**src/rtl/core/b64d_pkg.sv**
```systemverilog
// b64d_pkg: shared types, codes and the alphabet lookup for the base64 decoder.
// Used by every module in rtl/core; depends on nothing else.

package b64d_pkg;

	// ASCII codes of the characters with a role of their own
	localparam logic [7:0] CHAR_PAD   = 8'h3D; // '='
	localparam logic [7:0] CHAR_PLUS  = 8'h2B; // '+'
	localparam logic [7:0] CHAR_SLASH = 8'h2F; // '/'
	localparam logic [7:0] CHAR_UA    = 8'h41; // 'A'
	localparam logic [7:0] CHAR_UZ    = 8'h5A; // 'Z'
	localparam logic [7:0] CHAR_LA    = 8'h61; // 'a'
	localparam logic [7:0] CHAR_LZ    = 8'h7A; // 'z'
	localparam logic [7:0] CHAR_D0    = 8'h30; // '0'
	localparam logic [7:0] CHAR_D9    = 8'h39; // '9'

	localparam logic [5:0] SEXTET_PLUS  = 6'd62;
	localparam logic [5:0] SEXTET_SLASH = 6'd63;

	typedef enum logic [1:0] {
		ST_RUN = 2'd0,
		ST_PAD = 2'd1,
		ST_BAD = 2'd2
	} status_t;

	// One decoded record: what one input item turns into.
	// bytes are packed first byte highest; unused bytes are zero.
	typedef struct packed {
		logic [23:0] bytes;
		logic [1:0]  count;  // number of bytes, 0 for a bare end mark
		logic        fin;    // record comes from a final character
		status_t     status;
	} rec_t;

	// Lookup: {valid, sextet}
	function automatic logic [6:0] sextet_of(input logic [7:0] ch);
		logic [7:0] d;
		d = 8'd0;
		if (ch >= CHAR_UA && ch <= CHAR_UZ) begin
			d = ch - CHAR_UA;
			return {1'b1, d[5:0]};
		end else if (ch >= CHAR_LA && ch <= CHAR_LZ) begin
			d = ch - CHAR_LA + 8'd26;
			return {1'b1, d[5:0]};
		end else if (ch >= CHAR_D0 && ch <= CHAR_D9) begin
			d = ch - CHAR_D0 + 8'd52;
			return {1'b1, d[5:0]};
		end else if (ch == CHAR_PLUS) begin
			return {1'b1, SEXTET_PLUS};
		end else if (ch == CHAR_SLASH) begin
			return {1'b1, SEXTET_SLASH};
		end
		return {1'b0, d[5:0]};
	endfunction

endpackage

```
**src/rtl/core/b64d_front.sv**
```systemverilog
// b64d_front: accepts characters, keeps the group state and turns each item
// that yields bytes or is final into one record for the queue. Depends on b64d_pkg.

module b64d_front (
	input  logic           clk,
	input  logic           arst_n,
	input  logic           item_valid,
	output logic           item_stall,
	input  logic [7:0]     char_in,
	input  logic           is_final,
	input  logic           q_full,
	output logic           push,
	output b64d_pkg::rec_t rec
);

	logic [17:0]        accum_q, accum_d;
	logic [1:0]         pos_q, pos_d;
	b64d_pkg::status_t  stop_q, stop_d;
	logic [6:0]         lut;
	logic [5:0]         sx;
	logic [17:0]        acc_sh;
	logic [1:0]         pos_inc;
	logic               take;

	assign item_stall = q_full;
	assign take       = item_valid && !q_full;
	assign lut        = b64d_pkg::sextet_of(char_in);
	assign sx         = lut[5:0];
	assign acc_sh     = {accum_q[11:0], sx};
	assign pos_inc    = pos_q + 2'd1;

	always_comb begin
		accum_d    = accum_q;
		pos_d      = pos_q;
		stop_d     = stop_q;
		rec.bytes  = 24'd0;
		rec.count  = 2'd0;
		if (stop_q == b64d_pkg::ST_RUN) begin
			if (char_in == b64d_pkg::CHAR_PAD) begin
				if (pos_q == 2'd2) begin
					rec.bytes = {accum_q[11:4], 16'd0};
					rec.count = 2'd1;
				end else if (pos_q == 2'd3) begin
					rec.bytes = {accum_q[17:10], accum_q[9:2], 8'd0};
					rec.count = 2'd2;
				end
				stop_d = b64d_pkg::ST_PAD;
			end else if (!lut[6]) begin
				stop_d = b64d_pkg::ST_BAD;
			end else if (pos_q == 2'd3) begin
				// complete the group
				rec.bytes = {accum_q, sx};
				rec.count = 2'd3;
				accum_d   = 18'd0;
				pos_d     = 2'd0;
			end else begin
				accum_d = acc_sh;
				pos_d   = pos_inc;
				if (is_final) begin
					// flush the partial group
					unique case (pos_inc)
						2'd1: begin
							rec.bytes = {sx, 2'b00, 16'd0};
							rec.count = 2'd1;
						end
						2'd2: begin
							rec.bytes = {acc_sh[11:4], 16'd0};
							rec.count = 2'd1;
						end
						2'd3: begin
							rec.bytes = {acc_sh[17:10], acc_sh[9:2], 8'd0};
							rec.count = 2'd2;
						end
						default: begin
							rec.bytes = 24'd0;
							rec.count = 2'd0;
						end
					endcase
				end
			end
		end
		rec.fin    = is_final;
		rec.status = stop_d;
		push       = take && (is_final || rec.count != 2'd0);
	end

	always_ff @(posedge clk or negedge arst_n) begin
		if (!arst_n) begin
			accum_q <= 18'd0;
			pos_q   <= 2'd0;
			stop_q  <= b64d_pkg::ST_RUN;
		end else if (take) begin
			if (is_final) begin
				// start a new string
				accum_q <= 18'd0;
				pos_q   <= 2'd0;
				stop_q  <= b64d_pkg::ST_RUN;
			end else begin
				accum_q <= accum_d;
				pos_q   <= pos_d;
				stop_q  <= stop_d;
			end
		end
	end

endmodule

```
**src/rtl/core/b64d_queue.sv**
```systemverilog
// b64d_queue: short register queue of decoded records between front and back.
// Depends on b64d_pkg.

module b64d_queue #(
	parameter int DEPTH = 4
) (
	input  logic           clk,
	input  logic           arst_n,
	input  logic           push,
	input  b64d_pkg::rec_t wr_rec,
	input  logic           pop,
	output b64d_pkg::rec_t rd_rec,
	output logic           full,
	output logic           empty
);

	localparam int PW = (DEPTH > 1) ? $clog2(DEPTH) : 1;
	localparam int CW = $clog2(DEPTH + 1);
	localparam logic [PW-1:0] LAST = PW'(DEPTH - 1);
	localparam logic [CW-1:0] FULL_CNT = CW'(DEPTH);

	b64d_pkg::rec_t mem_q [DEPTH];
	logic [PW-1:0] wr_q, rd_q;
	logic [CW-1:0] cnt_q;
	logic          do_push, do_pop;

	assign full    = cnt_q == FULL_CNT;
	assign empty   = cnt_q == '0;
	assign do_push = push && !full;
	assign do_pop  = pop && !empty;
	assign rd_rec  = mem_q[rd_q];

	always_ff @(posedge clk) begin
		if (do_push) begin
			mem_q[wr_q] <= wr_rec;
		end
	end

	always_ff @(posedge clk or negedge arst_n) begin
		if (!arst_n) begin
			wr_q  <= '0;
			rd_q  <= '0;
			cnt_q <= '0;
		end else begin
			if (do_push) begin
				wr_q <= (wr_q == LAST) ? '0 : wr_q + PW'(1);
			end
			if (do_pop) begin
				rd_q <= (rd_q == LAST) ? '0 : rd_q + PW'(1);
			end
			if (do_push && !do_pop) begin
				cnt_q <= cnt_q + CW'(1);
			end else if (do_pop && !do_push) begin
				cnt_q <= cnt_q - CW'(1);
			end
		end
	end

endmodule

```
**src/rtl/core/b64d_back.sv**
```systemverilog
// b64d_back: walks the record at the queue head and sends one result per
// cycle while result_stall is low, through a registered output. Depends on b64d_pkg.

module b64d_back (
	input  logic           clk,
	input  logic           arst_n,
	input  logic           q_empty,
	input  b64d_pkg::rec_t head,
	output logic           pop,
	output logic           result_valid,
	input  logic           result_stall,
	output logic [7:0]     byte_out,
	output logic           has_byte,
	output logic           end_mark,
	output logic [1:0]     status
);

	logic [1:0] idx_q;
	logic [1:0] last_idx;
	logic       last;
	logic       load;
	logic [7:0] sel_byte;

	assign last_idx = (head.count == 2'd0) ? 2'd0 : head.count - 2'd1;
	assign last     = idx_q == last_idx;
	assign load     = !q_empty && (!result_valid || !result_stall);
	assign pop      = load && last;

	always_comb begin
		case (idx_q)
			2'd0:    sel_byte = head.bytes[23:16];
			2'd1:    sel_byte = head.bytes[15:8];
			2'd2:    sel_byte = head.bytes[7:0];
			default: sel_byte = 8'd0;
		endcase
	end

	always_ff @(posedge clk or negedge arst_n) begin
		if (!arst_n) begin
			result_valid <= 1'b0;
			idx_q        <= 2'd0;
		end else begin
			if (load) begin
				result_valid <= 1'b1;
				idx_q        <= last ? 2'd0 : idx_q + 2'd1;
			end else if (!result_stall) begin
				result_valid <= 1'b0;
			end
		end
	end

	always_ff @(posedge clk) begin
		if (load) begin
			byte_out <= sel_byte;
			has_byte <= head.count != 2'd0;
			end_mark <= head.fin && last;
			status   <= head.status;
		end
	end

endmodule

```
**src/rtl/core/base64_decoder.sv**
```systemverilog
// base64_decoder: top level of the streaming base64 decoder.
// Instantiates b64d_front, b64d_queue and b64d_back; uses b64d_pkg.
//
// channel  | handshake                   | payload
// ---------+-----------------------------+--------------------------------------
// item     | item_valid / item_stall     | char_in[7:0], is_final
// result   | result_valid / result_stall | byte_out[7:0], has_byte, end_mark,
//          |                             | status[1:0]
//
// One character is accepted per cycle whenever the record queue has room;
// the front decodes it and builds its record in the same cycle, from its registered group state.
// The back sends one result per cycle while result_stall is low; a character that closes a group
// yields three results, a pad or flush up to two, a bare end mark one,
// others none.
// After its character is taken, a result passes first through the queue and
// then through the output register.
// Reset (arst_n low) empties the queue, drops the output and clears the
// group state. item_stall rises only while the queue is full.

module base64_decoder #(
	parameter int QUEUE_DEPTH = 4
) (
	input  logic       clk,
	input  logic       arst_n,
	input  logic       item_valid,
	output logic       item_stall,
	input  logic [7:0] char_in,
	input  logic       is_final,
	output logic       result_valid,
	input  logic       result_stall,
	output logic [7:0] byte_out,
	output logic       has_byte,
	output logic       end_mark,
	output logic [1:0] status
);

	b64d_pkg::rec_t wr_rec;
	b64d_pkg::rec_t head;
	logic           push;
	logic           pop;
	logic           q_full;
	logic           q_empty;

	// Front: decode characters and hold the group state; stall on a full queue.
	b64d_front u_front (
		.clk        (clk),
		.arst_n     (arst_n),
		.item_valid (item_valid),
		.item_stall (item_stall),
		.char_in    (char_in),
		.is_final   (is_final),
		.q_full     (q_full),
		.push       (push),
		.rec        (wr_rec)
	);

	// Queue: decouple decoding from result delivery.
	b64d_queue #(
		.DEPTH (QUEUE_DEPTH)
	) u_queue (
		.clk    (clk),
		.arst_n (arst_n),
		.push   (push),
		.wr_rec (wr_rec),
		.pop    (pop),
		.rd_rec (head),
		.full   (q_full),
		.empty  (q_empty)
	);

	// Back: split each record into results and hold them under result_stall.
	b64d_back u_back (
		.clk          (clk),
		.arst_n       (arst_n),
		.q_empty      (q_empty),
		.head         (head),
		.pop          (pop),
		.result_valid (result_valid),
		.result_stall (result_stall),
		.byte_out     (byte_out),
		.has_byte     (has_byte),
		.end_mark     (end_mark),
		.status       (status)
	);

endmodule

```
**config.mk**
```make
export PLATFORM = sky130hd
export DESIGN_NAME = base64_decoder
export DESIGN_NICKNAME = d
export VERILOG_FILES = /design/src/rtl/core/b64d_pkg.sv /design/src/rtl/core/b64d_front.sv /design/src/rtl/core/b64d_queue.sv /design/src/rtl/core/b64d_back.sv /design/src/rtl/core/base64_decoder.sv
export SDC_FILE = /design/constraint.sdc
export NUM_CORES = 1
export LEC_CHECK = 0
export BUFFER_PORTS_ARGS = -buffer_cell sky130_fd_sc_hd__buf_2
export CORE_ASPECT_RATIO = 0.5
export CORE_MARGIN = 8
export CORE_UTILIZATION = 57
export DETAILED_ROUTE_END_ITERATION = 6
export GPL_TIMING_DRIVEN = 0
export PLACE_DENSITY = 0.74
export SLEW_MARGIN = 5
export SYNTH_ARGS = -nofsm -noshare
export SYNTH_HDL_FRONTEND = slang
export SYNTH_SLANG_ARGS = --single-unit
export TNS_END_PERCENT = 100
```
**constraint.sdc**
```tcl
create_clock -name clk -period 4.6 [get_ports clk]
set_input_delay 0.92 -clock clk [delete_from_list [all_inputs] [get_ports clk]]
set_output_delay 0.92 -clock clk [all_outputs]
set_load 0.05 [all_outputs]
```
==> results_dict.tcl, run 1 <==
set metrics [dict create \
    outcome "finished clean" \
    yosysTopAreaCellShare_pct 49.81 \
    drtIter0Drc 512 \
    slew_violations 0 \
    synthTopCellsByArea "edfxtp_1, dfrtp_1, mux4_2, ha_1, nand2_1" \
    finalHoldViolCount 0 \
    grt_overflow 0 \
    grt_start_max_net_pins 33 \
    diodes 0 \
    tns_ns 0 \
    first_pass_iters 5 \
    fin_crit_ns 3.700 \
    io_buffer_count 25 \
    power_density_nw_per_um2 567.5 \
    areaGrowthSynthToFinish_pct 12.48 \
    nFillCells 973 \
    place_worst_setup_slack_ns 0.4622 \
    fin_nets 648 \
    p_leak_nw 3.145 \
    grt_usage_pct 20.58 \
    finClkSkew_ns 0.01185 \
    fin_crit_sh_pct 80.44 \
    io_pins 27 \
    yosysWarnings 0 \
    synth_cells 564 \
    wl_per_cell_um 22.53 \
    path_max_fanout 9 \
    cp-start-kind "input pin" \
    endpoint_kind "flip-flop" \
    postCtsResizedCells 0 \
    grt_pass1_wl_mm 28.09 \
    yosysSeqAreaShare_pct 60.18 \
    cts_hold_buffers 0 \
    yosys.area.top_type "edfxtp_1" \
    timing.slew.headroom_pct 39.37 \
    rows 30 \
    synth-main-ff-cell "edfxtp_1" \
    synth_area_per_cell_um2 13.68 \
    antenna_found_initial 0 \
    finalSetupViolCount 0 \
    synth_edf_count 128 \
    synthesis.nets 603 \
    crit_type "input pin to flip-flop" \
    die_area_um2 17740 \
    vdd.ir_drop.worst_mv 0.3273 \
    cts_max_path_buffers 2 \
    dp_hpwl_mm 12.56 \
    vias_per_cell 6.298 \
    cts_tree "yes" \
    synth_seq_cells 160 \
    cp.arrival_ns 4.00 \
    maxCapViolCount 0 \
    ctsHtreeMaxLevel 4 \
    drive_gt1_share_pct 20.10 \
    start_util_pct 57.59 \
    post_cts.repair.setup_buffers 0 \
    gp_congestion 0.9717 \
    finalWorstSetupSlack_ns 0.8998 \
    route.antenna.remaining_nets 0 \
    cts_buffers 17 \
    rsz0062_at_grt "false" \
    fp.dieH_um 98.28 \
    clk_pin_slew_ns 0.07 \
    wl_mm 17.98 \
    async_reset_ff_share_pct 20.00 \
    netlist_area_um2 7717 \
    timing.fmax_mhz 270.3 \
    cts_root_buffer "clkbuf_16" \
    core_um2 13400 \
    grt_pass1_vias 4902 \
    worst_ep_required_time_ns 4.90 \
    worst_slew_pin_slew_ns 0.8999 \
    synth.distinct_cells 69 \
    hold_class "flip-flop to flip-flop" \
    whs_ns 0.4804 \
    dieWidth_um 180.6 \
    insertion_delay_ns 0.42 \
    cts_num_sinks 160 \
    vias 5026 \
    power_mw 4.926 \
    drc 0 \
]
-- state kept, by name, indices dropped and copies added (netlist names) --
signal / flops
u_back.byte_out: 8
u_back.end_mark: 1
u_back.has_byte: 1
u_back.idx_q: 2
u_back.result_valid: 1
u_back.status: 2
u_front.accum_q: 18
u_front.pos_q: 2
u_front.stop_q: 2
u_queue.cnt_q: 3
u_queue.mem_q: 116
u_queue.rd_q: 2
u_queue.wr_q: 2
-- synth_stat cells, types with 3 or more instances --
library cell  instances
edfxtp_1            128
nand2_1              66
dfrtp_1              32
mux4_2               29
nor2_1               28
ha_1                 25
a21oi_1              24
o21ai_0              23
inv_1                16
nand3_1              14
and2_1               12
clkbuf_1             10
a22o_1                9
a22oi_1               9
buf_2                 9
and3_1                8
nor3_1                8
buf_1                 7
mux2i_1               7
nand4_1               7
a211oi_1              6
mux2_2                5
nor2b_1               5
o31ai_1               5
nor3b_1               4
xnor2_1               4
a31oi_1               3
a41oi_1               3
o21a_1                3
xor2_1                3
-- logic make-up (layout without fill, tap and decap cells) --
logic type                 count (synthesis)  count (layout)  synth area share (%)
and+or+nand+nor                          165             165                 10.67
DFF                                      160             160                 60.18
AOI/OAI and AO/OA                        117             117                 10.96
buffers and inverters                     46             104                 2.594
muxes                                     43              43                 10.49
adders and majority gates                 26              26                 4.313
xor gates and xnor gates                   7               7                0.7944
-- worst paths after layout --
| path | startpoint | cells after the start | slack, ns | to |
|---|---|---|---|---|
| worst min-delay path | u_front.accum_q[14] | 2 | 0.48 | u_front.accum_q[14] |
| worst max-delay path | char_in[2] | 13 | 0.90 | u_queue.cnt_q[1] |
| worst max register to register | u_front.pos_q[1] | 6 | 1.30 | u_queue.mem_q[2][6] |
| min in group asynchronous | arst_n | 1 | 0.58 | u_front.stop_q[1] |
| worst min register to register | u_front.accum_q[14] | 2 | 0.48 | u_front.accum_q[14] |
| max in group asynchronous | arst_n | 1 | 3.51 | u_back.result_valid |
-- power by group --
part	switching (mW)	total, mW	internal, mW
clock	0.600	1.39	0.795
combinational	0.941	1.52	0.579
sequential	0.142	2.01	1.87
-- worst max-delay path: stages --
cell	delay, ns
buf_2	0.10
buf_2	0.22
inv_1	0.14
ha_1	0.30
and2_1	0.20
or3_4	0.36
a31oi_4	0.31
nand2_2	0.15
a41o_4	0.31
ha_1	0.21
inv_1	0.08
fa_1	0.41
mux2_2	0.27
-- stage by stage --
stage               utilization, %  instances  instance area (µm²)
floorplan                        -        564                 7717
global placement             60.17        765                 8063
detailed placement           60.35        766                 8087
CTS                          64.78        798                 8681
global route                 64.78        798                 8681
finish                       64.78        798                 8681
-- layout make-up --
type	count	area (µm²)	area share, %
Sequential cell	160	4644	53.50
Timing Repair Buffer	26	140.1	1.614
Inverter	16	60.06	0.6918
Multi-Input combinational cell	358	2882	33.19
Clock buffer	19	452.9	5.218
Clock inverter	13	141.4	1.629
Tap cell	176	220.2	2.537
Buffer	30	140.1	1.614
-- per-layer routing --
metal  GRT usage, %  vias up  part of all wire [%]
met5              0        -                     0
met1          28.86     2511                    46
met2          32.45      226                    46
li1               -     2264                     -
met3          3.964       25                   7.1
met4          5.682        0                   1.8
-- cells in the final DEF (no fill, tap or decap), types with 10 or more instances in the layout --
cell type,count
clkbuf_1,10
dfrtp_1,32
ha_1,25
nand2_1,66
edfxtp_1,128
clkbuf_16,17
a21oi_1,23
inv_1,16
buf_2,34
mux4_2,29
nand3_1,14
o21ai_0,23
nor2_1,28
Power figures use the tool's default switching activity.
==> run 2, diff against run 1 <==
--- a/config.mk
+++ b/config.mk
@@ -5,6 +5,7 @@
 export SDC_FILE = /design/constraint.sdc
 export NUM_CORES = 1
 export LEC_CHECK = 0
+export ABC_AREA = 1
 export BUFFER_PORTS_ARGS = -buffer_cell sky130_fd_sc_hd__buf_2
 export CORE_ASPECT_RATIO = 0.5
 export CORE_MARGIN = 8
==> constraint.sdc (replaced) <==
create_clock -name clk -period 3.7 [get_ports clk]
set_input_delay 0.74 -clock clk [delete_from_list [all_inputs] [get_ports clk]]
set_output_delay 0.74 -clock clk [all_outputs]
set_load 0.05 [all_outputs]
==> run 2 against run 1 <==
Setup slack got worse by 0.66 ns; global-route usage increased by 1.1 points; via count increased by 22%; clock-buffer cell count increased by 3; highest routed layer unchanged; core utilization increased by 1.7 points; cell area increased by 4.1%; worst hold slack got worse by 0.090 ns; combinational power increased by 66%; largest cell class unchanged; sequential power increased by 24%; critical path type unchanged.
==> results_dict.tcl, run 2 <==
set metrics [dict create \
    slew_violations 0 \
    grt_usage_pct 21.71 \
    largest_register_ffs 116 \
    power_density_nw_per_um2 752.6 \
    crit_end "u_queue.cnt_q[1]" \
    dp.cells 1047 \
    gp_congestion 0.9387 \
    instances_no_fill 1079 \
    grt_pass1_wl_mm 30.62 \
    rsz0062_at_grt "false" \
    maxCapViolCount 0 \
    grt_pass1_vias 5844 \
    diodes 0 \
    finalSetupViolCount 0 \
    synthMostInstantiatedCell "nand2_1" \
    top_register "u_queue.mem_q" \
    io_pins 27 \
    route.antenna.remaining_nets 0 \
    finalWorstSetupSlack_ns 0.2414 \
    vias 6130 \
    cp.depth 18 \
    fin_crit_sh_pct 93.47 \
    vias_per_cell 5.681 \
    wl_mm 19.44 \
    core_um2 13590 \
    synth_cells 826 \
    fp.dieH_um 99.48 \
    timing.slew.headroom_pct 32.15 \
    regArea_um2 4644 \
    drive_gt1_share_pct 11.05 \
    antenna_found_initial 0 \
    synth_seq_cells 160 \
    synth.distinct_cells 38 \
    async_reset_ff_share_pct 20.00 \
    cp.arrival_ns 3.77 \
    tns_ns 0 \
    layout_common_cells "nand2_1, edfxtp_1, nor2_1, o21ai_0, inv_1" \
    critPathLaunch "char_in[0]" \
    post_cts.repair.setup_buffers 0 \
    place_worst_setup_slack_ns -0.1319 \
    worst_ep_required_time_ns 4.01 \
    dieWidth_um 183.0 \
    rows 30 \
    die_area_um2 18200 \
    crit_slowest_cell "fa_1" \
    io_buffer_count 25 \
    worst_slew_pin_slew_ns 1.010 \
    synthesis.nets 865 \
    cp-start-kind "input pin" \
    p_leak_nw 3.603 \
    crit_type "input pin to flip-flop" \
    grt_overflow 0 \
    rr_endpoint "u_queue.cnt_q[1]" \
    nFillCells 1053 \
    cts_buffers 17 \
    first_pass_iters 6 \
    worst_path_most_repeated_cell "inv_1" \
    path_max_fanout 7 \
    yosysSeqAreaShare_pct 58.47 \
    ctsHtreeMaxLevel 4 \
    grt_start_max_net_pins 33 \
    r2r_cells 13 \
    drc 0 \
    crit_chain "buf_2 -> inv_1 -> ha_1 -> inv_1 -> a21oi_2 -> nand3_1 -> nand3_2 -> nand3_4 -> nand3_1 -> nand2_1 -> nor2_1 -> nand2_1 -> nand2_2 -> inv_2 -> ha_1 -> inv_1 -> fa_1 -> mux2_2" \
    postCtsResizedCells 0 \
    synth-main-ff-cell "edfxtp_1" \
    outcome "finished clean" \
    cts_max_path_buffers 2 \
    clk_pin_slew_ns 0.06 \
    start_util_pct 58.46 \
    netlist_area_um2 7944 \
    fin_nets 913 \
    vdd.ir_drop.worst_mv 0.5032 \
    multi_input_area_um2 2850 \
    finClkSkew_ns 0.006515 \
    hold_class "input pin to async pin" \
    layout_commonest_cell "nand2_1" \
    path_delay_family "simple AND/OR/NAND/NOR gates" \
    cts_hold_buffers 0 \
    synthTopCellsByArea "edfxtp_1, dfrtp_1, nand2_1, o21ai_0, nor2_1" \
    insertion_delay_ns 0.42 \
    endpoint_kind "flip-flop" \
    cp_slowest_stage_delay_ns 0.42 \
    synth_area_per_cell_um2 9.617 \
    dp_hpwl_mm 13.66 \
    yosysWarnings 0 \
    wl_per_cell_um 18.02 \
    whs_ns 0.3899 \
    power_mw 6.799 \
    r2r_slack_ns 0.56 \
    finalHoldViolCount 0 \
    cts_num_sinks 160 \
    ys_top_cells_by_count "nand2_1, edfxtp_1, nor2_1" \
    cts_root_buffer "clkbuf_16" \
    yosys.area.top_type "edfxtp_1" \
    cts_tree "yes" \
    top_regs "u_queue.mem_q x116, u_front.accum_q x18, u_back.byte_out x8" \
    drtIter0Drc 601 \
    path_buf_inv 5 \
    yosysTopAreaCellShare_pct 48.39 \
    fin_crit_ns 3.459 \
    r2r_start "u_queue.rd_q[1]" \
    areaGrowthSynthToFinish_pct 13.73 \
    synth_edf_count 128 \
    timing.fmax_mhz 289.1 \
]
## run 2: cell count changes after synthesis, moves of 29 or more
cell | before | now
inv_1 | 16 | 76
o22ai_1 | 2 | 41
o21ai_0 | 23 | 97
nor2_1 | 28 | 104
mux4_2 | 29 | 0
nand3_1 | 14 | 44
nand2_1 | 66 | 165
## run 2: cell type report
type	count	area share (%)
Buffer	35	1.856
Clock buffer	22	5.138
Clock inverter	10	1.509
Inverter	83	3.448
Multi-Input combinational cell	548	31.55
Sequential cell	160	51.41
Tap cell	192	2.659
Timing Repair Buffer	29	2.437
## run 2: how the worst min path moves through the flow
stage                                    from                  end  slack (ns)
after global routing                   arst_n   u_front.accum_q[1]        0.44
after CTS                              arst_n  u_front.accum_q[16]        0.41
after detailed placement  u_back.result_valid  u_back.result_valid        0.48
final                                  arst_n  u_front.accum_q[16]        0.39
after floorplan                        arst_n      u_back.idx_q[0]        0.44
after global placement    u_back.result_valid  u_back.result_valid        0.47
## run 2: power by group
part           leakage (nW)  total [mW]  switching [mW]  internal, mW
Combinational          1.69        2.53            1.83         0.695
Sequential             1.63        2.50           0.141          2.36
Clock                 0.288        1.78           0.682          1.09
## run 2: stage by stage
stage,cell area [µm²],utilization (%)
after floorplan,7944,-
after global placement,8309,61.15
after detailed placement,8434,62.07
after CTS,9035,66.49
after global routing,9035,66.49
final,9035,66.49
## run 2: cell families after synthesis
group	count (synthesis)	share of synthesized area, %
XOR/XNOR	9	0.9923
adder cells (fa/ha/maj)	26	4.190
AND/OR/NAND/NOR	334	17.72
multiplexers	1	0.1417
buffers and inverters	118	6.032
flip-flops	160	58.47
AO/OA/AOI/OAI	178	12.46
## run 2: metal layers
| metal | wire length [µm] | vias to the layer above | global-route usage (%) |
|---|---|---|---|
| li1 | - | 2908 | - |
| met1 | 8223 | 2909 | 27.47 |
| met2 | 8737 | 277 | 33.93 |
| met3 | 2075 | 36 | 7.967 |
| met4 | 404 | 0 | 7.826 |
| met5 | 0 | - | 0 |
